File: src/transition_trace_checker_unit_assert.svh
// Assertion macros shared by the transition trace checker RTL.
`ifndef TRANSITION_TRACE_CHECKER_UNIT_ASSERT_SVH
`define TRANSITION_TRACE_CHECKER_UNIT_ASSERT_SVH

// Same-cycle implication, checked out of reset
`define TTC_ASSERT_NOW(label, ante, cons) \
    label: assert property (@(posedge clk) disable iff (!rst_n) (ante) |-> (cons)) \
        else $error("transition trace checker: check failed");

// Next-cycle implication, checked out of reset
`define TTC_ASSERT_NEXT(label, ante, cons) \
    label: assert property (@(posedge clk) disable iff (!rst_n) (ante) |=> (cons)) \
        else $error("transition trace checker: check failed");

`endif

File: src/ttc_pkg.sv
// Package: types, constants and helpers for the transition trace checker.
`default_nettype none

package ttc_pkg;

    // Number of call identifiers covered by the edge matrix
    localparam int CALL_COUNT = 16;
    localparam int ID_W       = 4;
    localparam int ROW_W      = (CALL_COUNT > 1) ? $clog2(CALL_COUNT) : 1;

    typedef enum logic [1:0] {
        OP_CLEAR    = 2'd0,
        OP_ADD_EDGE = 2'd1,
        OP_TRACE    = 2'd2
    } op_t;

    typedef logic [ID_W-1:0]       call_id_t;
    typedef logic [CALL_COUNT-1:0] row_t;
    typedef logic [ROW_W-1:0]      row_idx_t;

    // Matrix update request
    typedef struct packed {
        logic     clear;
        logic     add;
        call_id_t src;
        call_id_t dst;
    } matrix_cmd_t;

    // One trace element presented to the tracker
    typedef struct packed {
        logic     step;
        logic     last;
        call_id_t id;
    } trace_cmd_t;

    // Identifier lies inside the matrix
    function automatic logic id_in_range(call_id_t id);
        return (32'(id) < 32'(CALL_COUNT));
    endfunction

    // Identifier resized to a matrix row or column index
    function automatic row_idx_t row_index(call_id_t id);
        return row_idx_t'(id);
    endfunction

endpackage

`default_nettype wire

File: src/ttc_matrix.sv
// Allowed-transition bit matrix with clear, edge set and single-bit lookup.
`default_nettype none

module ttc_matrix
    import ttc_pkg::*;
(
    input  wire logic        clk,
    input  wire logic        rst_n,
    input  wire matrix_cmd_t cmd,
    input  wire call_id_t    look_src,
    input  wire call_id_t    look_dst,
    output logic             allowed
);

    row_t rows_reg  [CALL_COUNT];
    row_t rows_next [CALL_COUNT];
    logic edge_ok;

    assign edge_ok = id_in_range(cmd.src) && id_in_range(cmd.dst);

    // Row updates: clear wins, otherwise set one bit of the addressed row
    always_comb
    begin
        for (int r = 0; r < CALL_COUNT; r++)
        begin
            if (cmd.clear)
            begin
                rows_next[r] = '0;
            end
            else if (cmd.add && edge_ok && (row_index(cmd.src) == row_idx_t'(r)))
            begin
                rows_next[r] = rows_reg[r] | (row_t'(1) << row_index(cmd.dst));
            end
            else
            begin
                rows_next[r] = rows_reg[r];
            end
        end
    end

    always_ff @(posedge clk or negedge rst_n)
    begin
        if (!rst_n)
        begin
            for (int r = 0; r < CALL_COUNT; r++)
            begin
                rows_reg[r] <= '0;
            end
        end
        else
        begin
            for (int r = 0; r < CALL_COUNT; r++)
            begin
                rows_reg[r] <= rows_next[r];
            end
        end
    end

    // Lookup; out-of-range endpoints never match
    always_comb
    begin
        if (id_in_range(look_src) && id_in_range(look_dst))
        begin
            allowed = rows_reg[row_index(look_src)][row_index(look_dst)];
        end
        else
        begin
            allowed = 1'b0;
        end
    end

endmodule

`default_nettype wire

File: src/ttc_tracker.sv
// Trace state: previous identifier, open-trace flag and sticky pass flag.
`default_nettype none

`include "transition_trace_checker_unit_assert.svh"

module ttc_tracker
    import ttc_pkg::*;
(
    input  wire logic       clk,
    input  wire logic       rst_n,
    input  wire trace_cmd_t cmd,
    input  wire logic       edge_allowed,
    output call_id_t        prev_call,
    output logic            verdict
);

    call_id_t prev_call_reg, prev_call_next;
    logic     mid_trace_reg, mid_trace_next;
    logic     pass_reg, pass_next;

    assign prev_call = prev_call_reg;

    // Pass flag including the transition into this element
    assign verdict = pass_reg & ~(mid_trace_reg & ~edge_allowed);

    always_comb
    begin
        prev_call_next = prev_call_reg;
        mid_trace_next = mid_trace_reg;
        pass_next      = pass_reg;
        if (cmd.step)
        begin
            prev_call_next = cmd.id;
            if (cmd.last)
            begin
                mid_trace_next = 1'b0;
                pass_next      = 1'b1;
            end
            else
            begin
                mid_trace_next = 1'b1;
                pass_next      = verdict;
            end
        end
    end

    always_ff @(posedge clk or negedge rst_n)
    begin
        if (!rst_n)
        begin
            prev_call_reg <= '0;
            mid_trace_reg <= 1'b0;
            pass_reg      <= 1'b1;
        end
        else
        begin
            prev_call_reg <= prev_call_next;
            mid_trace_reg <= mid_trace_next;
            pass_reg      <= pass_next;
        end
    end

    // No trace open means a fresh pass flag
    `TTC_ASSERT_NOW(a_idle_pass, !mid_trace_reg, pass_reg)
    // Closing element leaves no trace open
    `TTC_ASSERT_NEXT(a_close, cmd.step && cmd.last, !mid_trace_reg && pass_reg)
    // Any other element keeps the trace open
    `TTC_ASSERT_NEXT(a_open, cmd.step && !cmd.last, mid_trace_reg)

endmodule

`default_nettype wire

File: src/transition_trace_checker_unit.sv
// Top level of the transition trace checker: input register, matrix, tracker, result register.
// A closing trace element is held in the input register; its result is then registered for output.
// Throughput: one item per cycle; input stalls only when a closing trace element meets
// a full result register whose transfer is stalled.
// Edge matrix is a 16 x 16 flip-flop array; clear and edge set are registered.
// Reset (rst_n low, asynchronous): no edges allowed, no trace open, pass flag set,
// input and result registers empty.
`default_nettype none

`include "transition_trace_checker_unit_assert.svh"

module transition_trace_checker_unit
    import ttc_pkg::*;
(
    input  wire logic       clk,
    input  wire logic       rst_n,
    input  wire logic       item_valid,
    output logic            item_stall,
    input  wire logic [1:0] operation,
    input  wire logic [3:0] edge_source,
    input  wire logic [3:0] edge_target,
    input  wire logic [3:0] call_id,
    input  wire logic       trace_end,
    output logic            result_valid,
    input  wire logic       result_stall,
    output logic            trace_valid
);

    // Input register
    logic       s1_valid_reg, s1_valid_next;
    logic [1:0] s1_op_reg;
    call_id_t   s1_src_reg, s1_dst_reg, s1_id_reg;
    logic       s1_end_reg;

    // Result register
    logic       res_valid_reg, res_valid_next;
    logic       res_data_reg, res_data_next;

    matrix_cmd_t mcmd;
    trace_cmd_t  tcmd;
    call_id_t    prev_call;
    logic        edge_allowed;
    logic        verdict;
    logic        is_clear, is_add, is_trace;
    logic        produces, advance, fire;

    // Decode
    always_comb
    begin
        is_clear = 1'b0;
        is_add   = 1'b0;
        is_trace = 1'b0;
        case (op_t'(s1_op_reg))
            OP_CLEAR:    is_clear = 1'b1;
            OP_ADD_EDGE: is_add   = 1'b1;
            OP_TRACE:    is_trace = 1'b1;
            default:     ;
        endcase
    end

    // Flow control: only a closing element needs room in the result register
    assign produces   = is_trace & s1_end_reg;
    assign advance    = ~produces | ~res_valid_reg | ~result_stall;
    assign fire       = s1_valid_reg & advance;
    assign item_stall = s1_valid_reg & ~advance;

    assign mcmd = '{clear: fire & is_clear, add: fire & is_add,
                    src: s1_src_reg, dst: s1_dst_reg};
    assign tcmd = '{step: fire & is_trace, last: s1_end_reg, id: s1_id_reg};

    ttc_matrix u_matrix (
        .clk      (clk),
        .rst_n    (rst_n),
        .cmd      (mcmd),
        .look_src (prev_call),
        .look_dst (s1_id_reg),
        .allowed  (edge_allowed)
    );

    ttc_tracker u_tracker (
        .clk          (clk),
        .rst_n        (rst_n),
        .cmd          (tcmd),
        .edge_allowed (edge_allowed),
        .prev_call    (prev_call),
        .verdict      (verdict)
    );

    // Input register control
    assign s1_valid_next = item_stall ? s1_valid_reg : item_valid;

    always_ff @(posedge clk or negedge rst_n)
    begin
        if (!rst_n)
        begin
            s1_valid_reg <= 1'b0;
        end
        else
        begin
            s1_valid_reg <= s1_valid_next;
        end
    end

    always_ff @(posedge clk)
    begin
        if (item_valid && !item_stall)
        begin
            s1_op_reg  <= operation;
            s1_src_reg <= edge_source;
            s1_dst_reg <= edge_target;
            s1_id_reg  <= call_id;
            s1_end_reg <= trace_end;
        end
    end

    // Result register: load on a closing element, drop after transfer
    always_comb
    begin
        res_valid_next = res_valid_reg;
        res_data_next  = res_data_reg;
        if (fire && produces)
        begin
            res_valid_next = 1'b1;
            res_data_next  = verdict;
        end
        else if (!result_stall)
        begin
            res_valid_next = 1'b0;
        end
    end

    always_ff @(posedge clk or negedge rst_n)
    begin
        if (!rst_n)
        begin
            res_valid_reg <= 1'b0;
        end
        else
        begin
            res_valid_reg <= res_valid_next;
        end
    end

    always_ff @(posedge clk)
    begin
        res_data_reg <= res_data_next;
    end

    assign result_valid = res_valid_reg;
    assign trace_valid  = res_data_reg;

    // Input stalls only behind a blocked result
    `TTC_ASSERT_NOW(a_stall_cause, item_stall,
        s1_valid_reg && produces && res_valid_reg && result_stall)
    // Matrix operations never stall
    `TTC_ASSERT_NOW(a_matrix_flow, s1_valid_reg && !is_trace, !item_stall)
    // A closing element always yields a result
    `TTC_ASSERT_NEXT(a_result_out, fire && produces, res_valid_reg)

endmodule

`default_nettype wire

File: config.mk
export PLATFORM = sky130hd
export DESIGN_NAME = transition_trace_checker_unit
export DESIGN_NICKNAME = d
export VERILOG_FILES = /design/src/ttc_pkg.sv /design/src/ttc_matrix.sv /design/src/ttc_tracker.sv /design/src/transition_trace_checker_unit.sv
export VERILOG_INCLUDE_DIRS = /design/src /design/src/src
export SDC_FILE = /design/constraint.sdc
export NUM_CORES = 1
export LEC_CHECK = 0
export BUFFER_PORTS_ARGS = -buffer_cell sky130_fd_sc_hd__buf_4
export CORE_MARGIN = 10
export CORE_UTILIZATION = 45
export CTS_BUF_LIST = sky130_fd_sc_hd__clkbuf_4
export DETAILED_ROUTE_END_ITERATION = 10
export GPL_ROUTABILITY_DRIVEN = 1
export PLACE_DENSITY_LB_ADDON = 0.15
export SETUP_SLACK_MARGIN = 0.1
export SYNTH_ARGS = -nofsm -noshare
export SYNTH_HDL_FRONTEND = slang
export SYNTH_HIERARCHICAL = 1
export SYNTH_SLANG_ARGS = --single-unit
File: constraint.sdc
create_clock -name clk -period 2.9 [get_ports clk]
set_input_delay 0.145 -clock clk [delete_from_list [all_inputs] [get_ports clk]]
set_output_delay 0.145 -clock clk [all_outputs]
set_load 0.05 [all_outputs]
Word level (Yosys, flattened, before mapping) --
Cells that the tools add are included.
Storage, ports and cells: output and inout bits 3, register bits after elaboration 280, logic and storage cells 162
Operators by class: $lt $le $gt $ge 2, reductions and logical operators 37, shifts and indexed selects 1, muxes and demuxes 44, bitwise logic cells 33, equal/unequal tests 18
Operators by type and width (count):
- $mux W16 | 34
- $or A16 B16 Y16 | 16
- $bmux W16 S4 | 1
- $eq A4 B4 Y1 const B | 8
- $reduce_bool A2 Y1 | 16
- $logic_and A1 B1 Y1 | 18
- $eq A4 B3 Y1 const B | 4
- $shl A1 B4 Y16 const A | 1
- $and A1 B1 Y1 | 8
- $eq A4 B2 Y1 const B | 2
- $mux W1 | 8
- $not A1 Y1 | 6
- $ge A5 B5 Y1 const B | 1
- $lt A4 B5 Y1 const B | 1
- $not A4 Y5 | 1
- $bmux W1 S4 | 1
- $eq A4 B1 Y1 const B | 1
- $logic_not A4 Y1 | 1
- $eq A2 B1 Y1 const B | 1
- $eq A2 B2 Y1 const B | 1
- $logic_not A2 Y1 | 1
- $ne A2 B1 Y1 const B | 1
- $or A1 B1 Y1 | 2
- $logic_not A1 Y1 | 1

Logic depth before layout (Yosys ltp) --
depth after elaboration 11, mapped depth 13, depth with buffers taken out 8

Hierarchy --
Netlist, hierarchy kept.
Modules (own cells, without submodules):
- ttc_matrix | cells an instance 1102, times used 1, area each 11352.1 um^2, sequential area each 6406.1 um^2
- transition_trace_checker_unit | cells an instance 30, times used 1, area each 614.3 um^2, sequential area each 530.5 um^2
- ttc_tracker | cells an instance 17, times used 1, area each 262.8 um^2, sequential area each 151.4 um^2

Least setup slack after synthesis --
No wires, ideal clock.
kind register to register, start register u_tracker.prev_call_reg[0] (netlist: u_tracker/prev_call[0]), end register u_tracker.pass_reg, arrival 2.714 ns, clock period less this slack 2.793 ns, cell stages (with the launch flop) 13, data required time 2.821 ns, setup slack 0.107 ns, path buffers 4, library setup time 0.079 ns, cells stage by stage dfrtp_1 > buf_6 > buf_8 > buf_6 > buf_2 > mux2_2 > a222oi_1 > o211ai_1 > o2111ai_1 > o31ai_1 > o41a_1 > nand3b_2 > a22o_1
Between the ends: cells in the longest elaborated chain, start to end 11
Ends and longest elaborated chain:
- start, declared | RTL line ttc_tracker.sv:17 | call_id_t prev_call_reg, prev_call_next;
- start signal, assigned | RTL line ttc_tracker.sv:57 | prev_call_reg <= prev_call_next;
- $not A4 Y5 (not written as such) | RTL line ttc_matrix.sv:64 | allowed = rows_reg[row_index(look_src)][row_index(look_dst)];
- $bmux W16 S4 | RTL line ttc_matrix.sv:64
- $mux W16 (not written as such) (2 in a row) | RTL line ttc_matrix.sv:64
- $bmux W1 S4 | RTL line ttc_matrix.sv:64
- $mux W1 (not written as such) | RTL line ttc_matrix.sv:64
- named net edge_allowed | RTL line transition_trace_checker_unit.sv:42 | logic edge_allowed;
- $not A1 Y1 | RTL line ttc_tracker.sv:24 | assign verdict = pass_reg & ~(mid_trace_reg & ~edge_allowed);
- $and A1 B1 Y1 | RTL line ttc_tracker.sv:24
- $not A1 Y1 | RTL line ttc_tracker.sv:24
- $and A1 B1 Y1 | RTL line ttc_tracker.sv:24
- $mux W1 | RTL line ttc_tracker.sv:34 | if (cmd.last)
- end signal, assigned | RTL line ttc_tracker.sv:59 | pass_reg <= pass_next;
- end, declared | RTL line ttc_tracker.sv:19 | logic pass_reg, pass_next;
The timed path passes the listed nets, and every way through them passes these cells. The select of a mux whose other input is x is not followed. A chain may end at the register's enable or synchronous reset.

Final worst setup path --
Same ends and word-level chain as after synthesis.

==> run metrics <==
status completed; Avg Synthesized Cell Area 10.64 µm²; GRT Util Overall 21.83%; Top FF cell, synth dfrtp_1; pwr dens 616.6 nW/µm²; Fmax achieved 0.3453 GHz; worst-margin pin slew 0.6997 ns; Detail Route Antenna Nets 0; I/O Pins 22; setup violators final 0; worst hold slack 0.06058 ns; area of the multi-input gates 4810 µm²; Peak VDD IR 0.0004080 V; Flop pwr share 45.6%; distinct cell type count after synthesis 56; switching pwr 2.328 mW; Wirelength per Cell 22.04 µm; Area after DPL 13220 µm²; r2r startpoint u_tracker/prev_call[0]$_DFFE_PN0P_; Max Cap Viol 0; DIE HEIGHT 184.9 µm; reg2reg path depth 9; Seq. cell area 7096 µm²; nets 1280; Hold Crit Class primary input to asynchronous set/reset pin; clock sink count 280; global route hottest layer met2; slew margin rel. 53.35%; critical path type register to register; routed vias/inst 5.769; Total Wirelength 36.50 mm; Critical Path Start Type register; syn_nets 1168; clk slew on worst S/H paths 0.06 ns; #FFs+latches synth 280; clk buf depth 3; Tmin final 2.896 ns; Yosys top cell area share 53.82%; reg2reg end u_tracker/pass_reg$_DFFE_PN1P_; CP required 3.49 ns; share of cells above drive strength 1 21.99%; router iterations before antenna repair 6; leading area contributor after synthesis dfrtp_1; die area 34170 µm²; DRC viols 0; CP startpoint u_tracker/prev_call[0]$_DFFE_PN0P_; Int Power 6.603 mW; Synth area leaders dfrtp_1 (54%), a21oi_1 (11%), nor2_1 (9.0%); vias in the first global route 9708; Commonest cells post-synth nor2_1 (293), dfrtp_1 (263), a21oi_1 (260), clkbuf_1 (69), mux2i_1 (60); Syn Inst Count 1149; grt ovf 0; TritonCTS clock tree yes; met2 Usage GRT 33.86%; period utilisation layout 99.86%; DPL Wire Length 21.45 mm; worst-path maximum fanout 5; detailed-route via count 9553; Die Width 184.9 µm; total of warnings raised by yosys 6; Static Leak 7.041 nW; Root Buffer clkbuf_4; Final Hold Viols 0; core area 26880 µm²; Post-Layout Cell Count 1656; number of I/O port buffers 21; Net Sw Frac 26.06%; count leader, synth nor2_1; post-synthesis sequential area ratio 57.96%; met3 Track Usage GR 4.310%; initial DRC count 931; Final Slew Violations 0; RSZ-0062 raised after global routing yes; cell row count 60; area grow syn2layout 18.43%; post-synthesis async set-or-reset flop share 94.29%; EDFF count, synth 16; Clk pwr share 42.0%; max reg flops 256; CTS Buf Count 75; Finished Cell Area 14480 µm²; CP endpoint kind register; first-pass GRT wire length 57.67 mm; Filler Cell Count 2448; FF-to-FF setup slack 0.004 ns; htree depth 3; CP arrival 3.48 ns; initial antenna violation count 1; combinational group share of total power 12.4%; largest net degree at the start of global routing 96; GR Layer Usage met1 30.41%; placed insts 1504; clock skew 0.03543 ns; Initial Util 45.50%; GP Congestion 0.8197; worst skew pair latency 0.69 ns; Mapped Area 12230 µm²
cell usage in the layout, fill, tap and decap left out, drive strengths merged, types with 2 or more instances in the layout:
master       Yosys  routed
dlygate4sd3      0      19
edfxtp          16      16
nand3b           6       6
inv              2       4
nor2           293     293
nor2b            4       4
o21ai            8       8
a222oi           2       2
a2111oi          2       2
nand2b           7       7
buf             18     103
nand2           13      13
nand3            2       2
a31oi            2       2
clkbuf          69     120
and3b            2       2
o31ai            2       2
nor4             3       3
o21a             3       3
a21boi           2       2
nor3b            2       2
a221oi           7       7
a21oi          260     260
mux4            33      33
mux2            12      12
mux2i           60      60
o22ai           17      17
bufinv           0       3
clkinv           1       6
dfrtp          263     263
or3b             2       2
and3             2       2
nor3            12      12
a22o             3       3
nand4            2       2
a221o            2       2
worst max-delay path by stage:
stage | slack [ns] | endpoint | cells past startpoint
floorplan | 0.11 | u_tracker/pass_reg$_DFFE_PN1P_ | 12
detailed placement | -0.26 | u_tracker/pass_reg$_DFFE_PN1P_ | 8
global placement | -0.16 | u_tracker/pass_reg$_DFFE_PN1P_ | 8
global route | -0.09 | u_tracker/pass_reg$_DFFE_PN1P_ | 9
CTS | 0.01 | u_tracker/pass_reg$_DFFE_PN1P_ | 9
finish | 0.004 | u_tracker/pass_reg$_DFFE_PN1P_ | 9
power groups by stage:
stage	combinational [mW]	sequential [mW]	clock (mW)
3_3_place_gp	1.02	4.15	0
3_5_place_dp	1.03	4.15	0
2_1_floorplan	0.613	4.10	0
5_1_grt	1.18	4.08	4.06
6_report	1.10	4.07	3.75
4_1_cts	1.10	4.07	3.86
cell type report:
type / instances / area share (%)
Clock inverter: 10 / 0.8035
Timing Repair Buffer: 122 / 7.732
Antenna cell: 1 / 0.01728
Sequential cell: 280 / 48.99
Inverter: 3 / 0.07775
Multi-Input combinational cell: 779 / 33.21
Tap cell: 341 / 2.946
Clock buffer: 120 / 6.220
through the flow:
step | power, mW | util, % | setup WS [ns] | TNS, ns
5_1_grt | 9.313 | 53.89 | -0.09204 | -0.1473
3_5_place_dp | 5.180 | 49.18 | -0.2625 | -0.4638
3_3_place_gp | 5.172 | 49.18 | -0.1556 | -0.2208
2_1_floorplan | 4.713 | - | 0.1068 | 0
6_report | 8.931 | 53.89 | 0.003964 | 0
4_1_cts | 9.032 | 53.85 | 0.01339 | 0
layer usage:
layer  share of wire [%]  up-vias
met5                   0        -
met4                 1.5        0
met3                 5.8       51
met2                  47      291
met1                  46     4888
li1                    -     4323
critical path, stage by stage, from the launching register on:
cell,delay (ns)
dfrtp_4,0.51
buf_12,0.15
mux4_2,0.42
mux4_2,0.47
a22o_1,0.23
a41o_1,0.24
a211o_1,0.29
o41a_1,0.15
nand3b_4,0.17
a22o_1,0.18
what timing repair did:
item | 4_1_cts | 5_1_grt
setup endpoints to repair | 2 | 2
pin swaps | 4 | 0
gates resized for setup | 16 | 2
hold buffers | 19 | 0
hold endpoints to repair | 147 | 0
setup buffers | 2 | 0
cloned | 0 | 0
cells by family after synthesis:
group                  count (synthesis)  share of synthesized area [%]
AOI/OAI and AO/OA                    320                          14.29
muxes                                105                          12.49
buffers and inverters                 90                          3.192
DFF                                  280                          57.96
and+or+nand+nor                      354                          12.06
No activity file was read; power rests on OpenSTA's default activity.
